## config.mk

```make
export PLATFORM = sky130hd
export DESIGN_NAME = ewts_mac
export DESIGN_NICKNAME = d
export VERILOG_FILES = /design/src/ewts_mac.sv
export SDC_FILE = /design/constraint.sdc
export NUM_CORES = 2
export LEC_CHECK = 0
export ABC_AREA = 1
export BUFFER_PORTS_ARGS = -buffer_cell sky130_fd_sc_hd__buf_2
export CAP_MARGIN = 5
export CORE_MARGIN = 8
export CORE_UTILIZATION = 45
export DETAILED_ROUTE_END_ITERATION = 10
export MAX_ROUTING_LAYER = met4
export SLEW_MARGIN = 5
export SYNTH_ARGS = -nofsm -noshare
export SYNTH_HDL_FRONTEND = slang
export SYNTH_SLANG_ARGS = --single-unit
```

## constraint.sdc

```tcl
create_clock -name clock -period 19.5 [get_ports clock]
set_input_delay 2.925 -clock clock [delete_from_list [all_inputs] [get_ports clock]]
set_output_delay 2.925 -clock clock [all_outputs]
set_load 0.02 [all_outputs]
```

## src/ewts_mac.sv

```systemverilog
module ewts_mac (
   input  logic               clock,
   input  logic               reset,
   input  logic               in_valid,
   input  logic signed [31:0] a,
   input  logic signed [31:0] u,
   input  logic               clear,
   output logic signed [63:0] acc,
   output logic               busy
);

   logic signed [63:0] prod_ff;
   logic signed [47:0] rnd_ff;
   logic signed [63:0] acc_ff;
   logic               prod_vld_ff, rnd_vld_ff;
   logic [63:0]        mag;
   logic [63:0]        mag_rnd;
   logic signed [47:0] rnd_in;

   always_comb begin
      mag = prod_ff[63] ? (64'd0 - 64'(prod_ff)) : 64'(prod_ff);
      mag_rnd = (mag + 64'h8000) >> 16;
      rnd_in = prod_ff[63] ? -$signed(mag_rnd[47:0]) : $signed(mag_rnd[47:0]);
   end

   always_ff @(posedge clock) begin
      if (reset) begin
         prod_vld_ff <= 1'b0;
         rnd_vld_ff <= 1'b0;
         acc_ff <= '0;
      end else begin
         prod_vld_ff <= in_valid;
         rnd_vld_ff <= prod_vld_ff;
         if (clear) begin
            acc_ff <= '0;
         end else if (rnd_vld_ff) begin
            acc_ff <= acc_ff + 64'(rnd_ff);
         end
      end
   end

   always_ff @(posedge clock) begin
      prod_ff <= a * u;
      rnd_ff <= rnd_in;
   end

   assign acc = acc_ff;
   assign busy = prod_vld_ff | rnd_vld_ff;

endmodule

```

==> Yosys cells after proc, flatten, opt, wreduce, memory -nomap -nowiden <==
Cells that the tools add are included.
{ "op_classes": {"n_addsub": 4, "n_reduce_logical": 1, "bitwise_logic": 1, "mul": 1, "muxes": 2} }
{ "op_table": {"columns": ["cell", "n"], "rows": [
  ["$add A64 B16 Y64 const B", 1],
  ["$add A64 B48 Y64", 1],
  ["$mul A32 B32 Y64", 1],
  ["$mux W64", 1],
  ["$sub A1 B64 Y64 const A", 1],
  ["$mux W48", 1],
  ["$neg A48 Y48", 1],
  ["$reduce_or A2 Y1", 1],
  ["$or A1 B1 Y1", 1]
]} }
{ "totals": {"out_inout_bits": 65, "word_cells": 14, "register_bits": 178} }

==> Logic depth before layout (Yosys ltp) <==
{ "logic_depth": {"ltp_word": 5, "ltp_mapped": 34} }

==> Worst setup path before layout <==
No wires, ideal clock.
{ "synth_timing": {"path_kind": "input port to flip-flop", "startpoint": "input a[31]", "endpoint": "register prod_ff[58]", "path_stages": 27, "n_path_buf": 1, "path_slack_ps": 9765, "required_time_ps": 19428, "setup_ps": 72, "arrival_ps": 9663, "path_cell_list": "clkbuf_1 -> nand2_1 -> inv_1 -> fa_1 -> inv_1 -> fa_1 -> inv_1 -> fa_1 -> fa_1 -> inv_1 -> fa_1 -> inv_1 -> fa_1 -> inv_1 -> fa_1 -> inv_1 -> fa_1 -> ha_1 -> a21oi_1 -> inv_1 -> a21oi_1 -> o21ai_0 -> a21oi_1 -> nand3_1 -> a21o_1 -> a21oi_1 -> xnor2_1"} }
{ "synth_between": {"elab_chain_len": 1} }
{ "synth_lines": {"columns": ["item", "line_no", "text"], "rows": [
  ["start, declared", "5", "input logic signed [31:0] a,"],
  ["$mul A32 B32 Y64", "43", "prod_ff <= a * u;"],
  ["end signal, assigned", "43", null],
  ["end, declared", "12", "logic signed [63:0] prod_ff;"]
]} }
No other way between the ends.
A chain may end at the register's enable or synchronous reset.

==> Worst setup path after layout <==
{ "layout_timing": {"startpoint": "input u[5]", "endpoint": "register prod_ff[58]"} }
{ "layout_between": {"elab_chain_len": 1} }
{ "layout_lines": {"columns": ["item", "line_no", "text"], "rows": [
  ["start, declared", "6", "input logic signed [31:0] u,"],
  ["$mul A32 B32 Y64", "43", null]
]} }
No other way between the ends.

==> summary.md <==
| Metric | Value |
|---|---|
| Critical Path RT | approximately 20000 ps |
| Outcome | finished, final reports clean |
| Prevailing post-synth register cell | dfxtp_1 |
| Clk buf depth | 2 |
| Fin crit share | 53.9% |
| Post-route setup TNS | 0 ps |
| Row count | 123 |
| Overflow after GRT | 0 |
| Via count | roughly 41000 |
| Syn Nets | 8215 |
| Worst-path clk slew | approximately 70 ps |
| Share of cells above drive strength 1 | ~4.7% |
| Slowest stage delay, CP | 870 ps |
| DIE AREA | between 100000 and 150000 um2 |
| Total Routing Usage GR | 24.4% |
| Post CTS Setup Buffer Count | 0 |
| Crit-path max FO | 32 |
| Clk sinks | 178 |
| Post-Syn Instances | around 7000 |
| Nets@finish | 8177 |
| Yosys reg bits | between 150 and 200 |
| CTS tree | yes |
| Final hold violation count | 0 |
| DRC | 0 |
| Fin Clk Skew | 12.5 ps |
| Worst setup path class | in2reg |
| Hold/Removal Path Class | reg2reg |
| Final HPWL DP | about 120000 um |
| Yosys top cell by area | fa_1 |
| Initial antenna violation count | 6 |
| Area grow syn2layout | 4.98% |
| RSZ-0062 raised after global routing | false |
| Post-Syn Area | just over 50000 um2 |
| Routed WL | between 100000 and 150000 um |
| Pre-Repair DR Iteration Count | 6 |
| Fin. max-slew vios | 0 |
| CTS Hold Bufs | 0 |
| First-pass GRT wire length | between 200000 and 250000 um |
| Critical path launch point type | primary input |
| Maxcap violations | 0 |
| Vias in the first global route | about 45000 |
| Gpl congestion | 0.946 |
| Port Buffers | between 100 and 150 |
| Antenna Nets Post-Route | 0 |
| Ys async rst share | 0% |
| Initial detailed-routing violation count | between 2000 and 3000 |
| Sequential element share of the synthesized area | 6.99% |
| Post-Syn Area per Cell | 7.48 um2 |
| CP max-delay cell | fa_1 |
| Actual slew at the worst max-slew pin | just over 1000 ps |
| Via density | around 5 |
| I/O pin count | 133 |
| Synth warnings | 0 |
| Die Ht | 352 um |
| CTS root buf | clkbuf_16 |
| CP arrival | roughly 11000 ps |
| Drt wl/cell | between 15 and 20 um |
| Final setup fails | 0 |
| CTS Buf Count | 17 |
| Relative slew slack | 32.3% |
| Commonest non-fill, non-tap cell in the layout | inv_1 |
| Starting density of the core | a little under half |
| Post_cts resized | 0 |
| Clk_lat worst skew | roughly 500 ps |
| Yosys cell types | 51 |
| CP Buf/Inv Count | 9 |
| Most frequent cells in the layout | inv_1 (1843), nand2_1 (1723), fa_1 (1083) |
| Final period demand of the worst path | between 10000 and 15000 ps |
| Crit path capture type | flip-flop |
| Number of synthesized flops with an enable pin | 0 |
| CORE AREA | between 100000 and 150000 um2 |
| Fmax | 0.0952 GHz |
| Largest net degree at the start of global routing | 78 |
| CP delay by family, top | adder cells |
| H-tree depth | 4 |
| Yosys top cell area share | between 40% and 50% |
| Die Span X | 352 um |
| Synth area leaders | fa_1 (43%), inv_1 (14%), nand2_1 (13%) |
## Yosys cell counts, drive strengths merged, types with 6 or more instances
cell type / n
o21ai: 168
nor4: 17
o21bai: 6
inv: 1853
o21a: 16
nor3: 13
nand2: 1746
or2: 11
a31oi: 44
o221ai: 7
o211ai: 12
buf: 15
fa: 1083
nor2: 553
dfxtp: 178
xor2: 95
xnor2: 74
ha: 249
a21o: 12
nand3: 147
a21oi: 203
nand3b: 30
a21boi: 12
clkbuf: 214
nand4: 37
## layer usage
metal | GRT usage [%] | part of all wire [%] | vias to the layer above
li1 | - | - | 19600
met5 | - | 0 | -
met1 | 31.8 | 45 | 20600
met3 | 2.84 | 5.0 | 173
met2 | 41.3 | 49 | 1089
met4 | 5.13 | 1.8 | 0
## state kept, by name, summed over array words and instances (netlist names)
name	flops
acc	64
prod_ff	64
prod_vld_ff	1
rnd_ff	48
rnd_vld_ff	1
## worst register-to-register path, cell delays in order (launching register included)
cell and delay, ps:
dfxtp_1 330, nor2_1 230, nand2_1 170, nor2_4 180, nand2_4 100, nand2_4 90, xor2_4 350, ha_1 500
nand3_2 180, inv_2 140, nand2_2 120, nor2_1 490, xnor2_1 280, nand2_1 180, nor2_1 260, nand3_2 170
o21ai_2 300, nand2_1 110, xnor2_1 150
## logic make-up after synthesis
| logic type | count (synthesis) | synth area share [%] |
|---|---|---|
| simple gates | 2555 | 20.5 |
| buf+inv | 2086 | 15.4 |
| fa+ha+maj | 1332 | 48.7 |
| compound gates | 495 | 5.46 |
| flops | 178 | 6.99 |
| xor+xnor | 169 | 2.99 |
## path summary, 6_finish.rpt
path | startpoint | end | slack, ps | cells after the start
max | u[5] | prod_ff[58]$_DFF_P_ | 8990 | 27
min reg2reg | prod_vld_ff$_SDFF_PP0_ | rnd_vld_ff$_SDFF_PP0_ | 430 | 2
min | prod_vld_ff$_SDFF_PP0_ | rnd_vld_ff$_SDFF_PP0_ | 430 | 2
max reg2reg | prod_ff[12]$_DFF_P_ | rnd_ff[38]$_DFF_P_ | 15060 | 18
## per-stage QoR
step | instances | hold WS, ps | area (um2) | util (%) | setup WS (ps)
detailed placement | 8258 | 423 | 52900 | 47.1 | 8400
global placement | 8258 | 413 | 52900 | 47.1 | 8330
finish | 8296 | 430 | 53500 | 47.6 | 8990
floorplan | 6815 | 410 | 50900 | - | 9760
CTS | 8290 | 436 | 53500 | 47.6 | 8960
global route | 8296 | 463 | 53500 | 47.6 | 8390
## cell type report
class,instances,area [um2]
well taps,1500,1880
repair buffers,172,961
inverters,1857,6980
clock buffers,17,425
flip-flops and latches,178,3570
fillers,11300,58900
diodes,6,15.0
clock inverters,15,136
multi-input cells,4551,39500
Power is not shown: default switching activity piles up to over one toggle a cycle in this logic, so the estimate is an artifact.
