[src/ewts_pkg.sv]
package ewts_pkg;

   localparam int NODES = 16;
   localparam int IDX_W = (NODES > 1) ? $clog2(NODES) : 1;
   localparam int ADDR_W = $clog2(NODES * NODES);
   localparam int EMIT_COUNT = (NODES < 16) ? NODES : 16;
   localparam int CSR_ADDR_W = 8;

   localparam logic [1:0] MODE_MATRIX = 2'd0;
   localparam logic [1:0] MODE_DISP = 2'd1;
   localparam logic [1:0] MODE_STEP = 2'd2;

   localparam logic [1:0] STATUS_OK = 2'd0;
   localparam logic [1:0] STATUS_LIMIT = 2'd1;
   localparam logic [1:0] STATUS_SAT = 2'd2;

   localparam logic [CSR_ADDR_W-1:0] CSR_TIME_STEP = 8'd0;
   localparam logic [CSR_ADDR_W-1:0] CSR_STEP_LIMIT = 8'd1;

   localparam logic [15:0] TIME_STEP_RESET = 16'd655;
   localparam logic [15:0] STEP_LIMIT_RESET = 16'd100;

   typedef struct packed {
      logic shift;
      logic rotate;
   } cell_ctrl_type;

endpackage

[src/ewts_cell.sv]
module ewts_cell (
   input  logic                   clock,
   input  logic                   reset,
   input  ewts_pkg::cell_ctrl_type ctrl,
   input  logic signed [31:0]     neighbor_cur,
   input  logic                   load_sel,
   input  logic signed [31:0]     load_value,
   input  logic                   fin_sel,
   input  logic signed [31:0]     fin_value,
   input  logic                   fin_sat,
   output logic signed [31:0]     cur,
   output logic signed [31:0]     prev,
   output logic                   sat
);

   logic signed [31:0] cur_ff, prev_ff, nxt_ff;
   logic               sat_ff;

   always_ff @(posedge clock) begin
      if (reset) begin
         cur_ff <= '0;
         prev_ff <= '0;
         nxt_ff <= '0;
      end else begin
         if (load_sel) begin
            cur_ff <= load_value;
         end else if (ctrl.shift) begin
            cur_ff <= neighbor_cur;
         end else if (ctrl.rotate) begin
            prev_ff <= cur_ff;
            cur_ff <= nxt_ff;
         end
         if (fin_sel) begin
            nxt_ff <= fin_value;
         end
      end
   end

   always_ff @(posedge clock) begin
      if (fin_sel) begin
         sat_ff <= fin_sat;
      end
   end

   assign cur = cur_ff;
   assign prev = prev_ff;
   assign sat = sat_ff;

endmodule

[config.mk]
export PLATFORM = sky130hd
export DESIGN_NAME = ewts_cell
export DESIGN_NICKNAME = d
export VERILOG_FILES = /design/src/ewts_pkg.sv /design/src/ewts_cell.sv
export SDC_FILE = /design/constraint.sdc
export NUM_CORES = 1
export LEC_CHECK = 0
export BUFFER_PORTS_ARGS = -buffer_cell sky130_fd_sc_hd__buf_4
export CAP_MARGIN = 40
export CORE_MARGIN = 3
export CORE_UTILIZATION = 31
export DETAILED_ROUTE_END_ITERATION = 6
export GPL_ROUTABILITY_DRIVEN = 0
export SLEW_MARGIN = 20
export SYNTH_ARGS = -nofsm -noshare
export SYNTH_HDL_FRONTEND = slang
export SYNTH_SLANG_ARGS = --single-unit
[constraint.sdc]
create_clock -name clock -period 1.21 [get_ports clock]
set_input_delay 0.242 -clock clock [delete_from_list [all_inputs] [get_ports clock]]
set_output_delay 0.242 -clock clock [all_outputs]
set_load 0.03 [all_outputs]
Word-level counts from Yosys, hierarchy flattened
Cells that the tools add are included.

Reductions and logical operators: 2. Bitwise gates (word level): 2. Multiplexer cells: 3.

Operators by type and width (count): $mux W32 (3); $reduce_and A3 Y1 (1); $reduce_bool A3 Y1 (1); $not A1 Y1 (2).

Bits of input ports: 103. Register bits after elaboration: 97. Logic and storage cells: 11. Output and inout port bits: 65.

Longest topological paths before layout
Depth in word-level cells: 3. Mapped depth: 5. Depth with buffers taken out: 3.

Worst setup path before layout
Ideal clock, no wire load.

Path type: input-to-reg. Start: input port ctrl[1] (netlist name). End: register cur_ff[0] (netlist: cur[0]). Data arrival time: 1.074 ns. Library setup time: 0.117 ns. Data required time: 1.093 ns. Path buffers: 2. Slack: 0.019 ns. Stages: 4. Path through: buf_2 -> clkbuf_1 -> a211o_1 -> a32o_1.

Cells in the longest elaborated chain, start to end: 2. Elaborated cells on any way between the ends: 3. Those cells by class: mux: 2; reduce/logical: 1.

Ends and longest elaborated chain: start, declared (line ewts_cell.sv:4) `input ewts_pkg::cell_ctrl_type ctrl,`; $mux W32 (line ewts_cell.sv:27) `end else if (ctrl.shift) begin`; $mux W32 (line ewts_cell.sv:25) `if (load_sel) begin`; end signal, assigned (line ewts_cell.sv:26) `cur_ff <= load_value;`; end signal, assigned (line ewts_cell.sv:28) `cur_ff <= neighbor_cur;`; end signal, assigned (line ewts_cell.sv:31) `cur_ff <= nxt_ff;`; end, declared (line ewts_cell.sv:16) `logic signed [31:0] cur_ff, prev_ff, nxt_ff;`.

Several ways; a longest one is shown, not always the timed one. A chain may end at the register's enable or synchronous reset.

Worst setup path after layout
Start: register cur_ff[28] (netlist: cur[28]). End: output port cur[28].

RTL lines: end, declared (line ewts_cell.sv:11) `output logic signed [31:0] cur,`.

No word-level cell between the ends.

==> flow_metrics.env <==
export IMPL_ant_nets=0
export IMPL_htreeDepth=3
export IMPL_pin_count=168
export IMPL_leakage_nw=2.62
export IMPL_post_cts_buffers=0
export IMPL_post_route_cell_area_mm2=0.00586
export IMPL_finalHoldViolCount=0
export IMPL_gr_total_overflow=0
export IMPL_cpLargestDelayFamily="flip-flops"
export IMPL_clk_pin_slew_ns=0.06
export IMPL_setup_viol=0
export IMPL_synth_top_area_share_pct=47.7
export IMPL_min_period_ns=1.16
export IMPL_areaGrowthSynthToFinish_pct=45.4
export IMPL_drtIter0Drc=213
export IMPL_synth_edf_count=1
export IMPL_final_setup_skew_ns=0.00426
export IMPL_core_area_mm2=0.0127
export IMPL_holdWs_ns=0.0778
export IMPL_fin_crit_sh_pct=95.8
export IMPL_start_util_pct=31.8
export IMPL_cts_tree="built"
export IMPL_r2r_slack_ns=0.15
export IMPL_clock_sinks=97
export IMPL_syn_cell_area_mm2=0.00403
export IMPL_slew_violations=0
export IMPL_cts_resized=0
export IMPL_grt_pass1_vias=3587
export IMPL_relSlewSlack_pct=63.1
export IMPL_final_nets=692
export IMPL_synth_seq_cells=97
export IMPL_vias_per_cell=4.75
export IMPL_wire_per_inst_um=15.5
export IMPL_synthTopCellsByCount="dfxtp_1, nand2_1, nor2_1"
export IMPL_cts_root_buf="clkbuf_16"
export IMPL_status="finished clean"
export IMPL_fmax_mhz=862
export IMPL_grt_max_degree=51
export IMPL_max_clock_path_buffers=2
export IMPL_worstPathArrival_ns=0.92
export IMPL_postPlaceCellArea_mm2=0.00557
export IMPL_dpl_hpwl_um=8810
export IMPL_drc_errors=0
export IMPL_cp_cell_sequence="buf_4"
export IMPL_ir_worst_vdd_mv=0.758
export IMPL_rows=41
export IMPL_synthFlopType="dfxtp_1"
export IMPL_drive_gt1_share_pct=34.3
export IMPL_cp_end_kind="output port"
export IMPL_seq_area_frac_synth_pct=48.4
export IMPL_die_h_um=120
export IMPL_synthCells=428
export IMPL_drt_total_wl_um=11900
export IMPL_cp_required_ns=0.97
export IMPL_max_stage_delay_ns=0.39
export IMPL_firstDrtPassIters=6
export IMPL_crit_type="reg -> out"
export IMPL_worst_path_max_delay_cell="dfxtp_1"
export IMPL_syn_nets=531
export IMPL_worstPathMaxFanout=3
export IMPL_post_route_util_pct=46.2
export IMPL_max_cap_viol_count=0
export IMPL_portBuffers=167
export IMPL_tightest_slew_ns=0.553
export IMPL_synth_distinct_cells=18
export IMPL_via_count=3639
export IMPL_grt_antenna_before_repair=0
export IMPL_async_flop_share_pct=0
export IMPL_dp_slack_ns=-0.142
export IMPL_netlist_top_cells_area="dfxtp_1, a32o_1, mux2i_1, a211o_1, nand2_1"
export IMPL_dieWidth_um=120
export IMPL_numCtsBuffers=9
export IMPL_die_area_mm2=0.0144
export IMPL_p_per_area_mw_per_mm2=1300
export IMPL_clk_insertion_delay_late_ns=0.34
export IMPL_grt_pass1_wl_um=18600
export IMPL_worst_path_buf_inv=1
export IMPL_synth_top_area_cell="dfxtp_1"
export IMPL_yosysWarnings=0
export IMPL_postLayoutSetupSlackWorst_ns=0.0503
export IMPL_grtUsageTotal_pct=16.6
export IMPL_rsz0062_at_grt="false"
export IMPL_hold_class="in -> reg"
export IMPL_diodes=0
export IMPL_tns_ns=0
export IMPL_hold_buffers=0
export IMPL_cp_start_kind="register"
export IMPL_syn_area_per_cell_um2=9.41
export IMPL_synth_most_common_cell="dfxtp_1"
## cells in the final DEF, fill, tap and decap left out, types with 2 or more instances in the layout
cell type and count:
buf_4 181, dfxtp_1 96, nand2_1 64, nor2b_1 32, a211o_1 32, nand2b_1 32, a32o_1 32, a21oi_1 32
mux2i_1 32, nor2_1 32, clkbuf_16 9, buf_12 7, clkbuf_1 3, clkinv_2 2
## sequential cells by signal, summed over array words and instances (netlist names)
| name | count |
|---|---|
| cur | 32 |
| nxt_ff | 32 |
| prev | 32 |
| sat | 1 |
## per-stage QoR
stage               total power, mW  std cells
finish                         7.61        766
global route                   7.96        766
CTS                            7.72        766
detailed placement             4.88        750
global placement               4.87        750
floorplan                      4.24        428
## kinds of logic (layout without fill, tap and decap cells)
| kind of cell | count (synthesis) | count (layout) | synth area share (%) |
|---|---|---|---|
| AND/OR/NAND/NOR | 165 | 165 | 20.2 |
| buffers and inverters | 38 | 204 | 4.57 |
| AO/OA/AOI/OAI | 96 | 96 | 18.9 |
| multiplexers | 32 | 32 | 7.95 |
| flip-flops | 97 | 97 | 48.4 |
## power by group
part | total, mW | internal (mW) | leakage [nW] | switching [mW]
Clock | 2.81 | 1.65 | 0.144 | 1.15
Combinational | 1.31 | 0.661 | 1.67 | 0.649
Sequential | 3.49 | 3.38 | 0.799 | 0.115
## per-layer routing
layer | part of all wire (%) | vias to the layer above | wire length, um | global-route usage (%)
met2 | 48 | 132 | 5640 | 27.1
met5 | 0 | - | 0 | 0
met4 | 0.76 | 0 | 90 | 3.65
met1 | 43 | 1682 | 5060 | 20.3
met3 | 9.0 | 7 | 1070 | 7.26
li1 | - | 1818 | - | -
## worst paths after layout
check,start,end,cells past startpoint
setup / recovery,cur[28]$_SDFFE_PP0P_,cur[28],1
hold / removal,fin_sat,sat$_DFFE_PP_,1
setup reg to reg,nxt_ff[27]$_SDFFE_PP0P_,cur[27]$_SDFFE_PP0P_,3
hold reg to reg,prev[5]$_SDFFE_PP0P_,prev[5]$_SDFFE_PP0P_,2
## cell type report
| cell class | count | area, um^2 |
|---|---|---|
| fill | 1225 | 6810 |
| sequential | 97 | 1950 |
| multi-input combinational | 293 | 1900 |
| timing repair buffer | 188 | 1500 |
| clock buffer | 13 | 250 |
| tap | 172 | 215 |
| clock inverter | 3 | 40.0 |
Power figures use the tool's default switching activity.
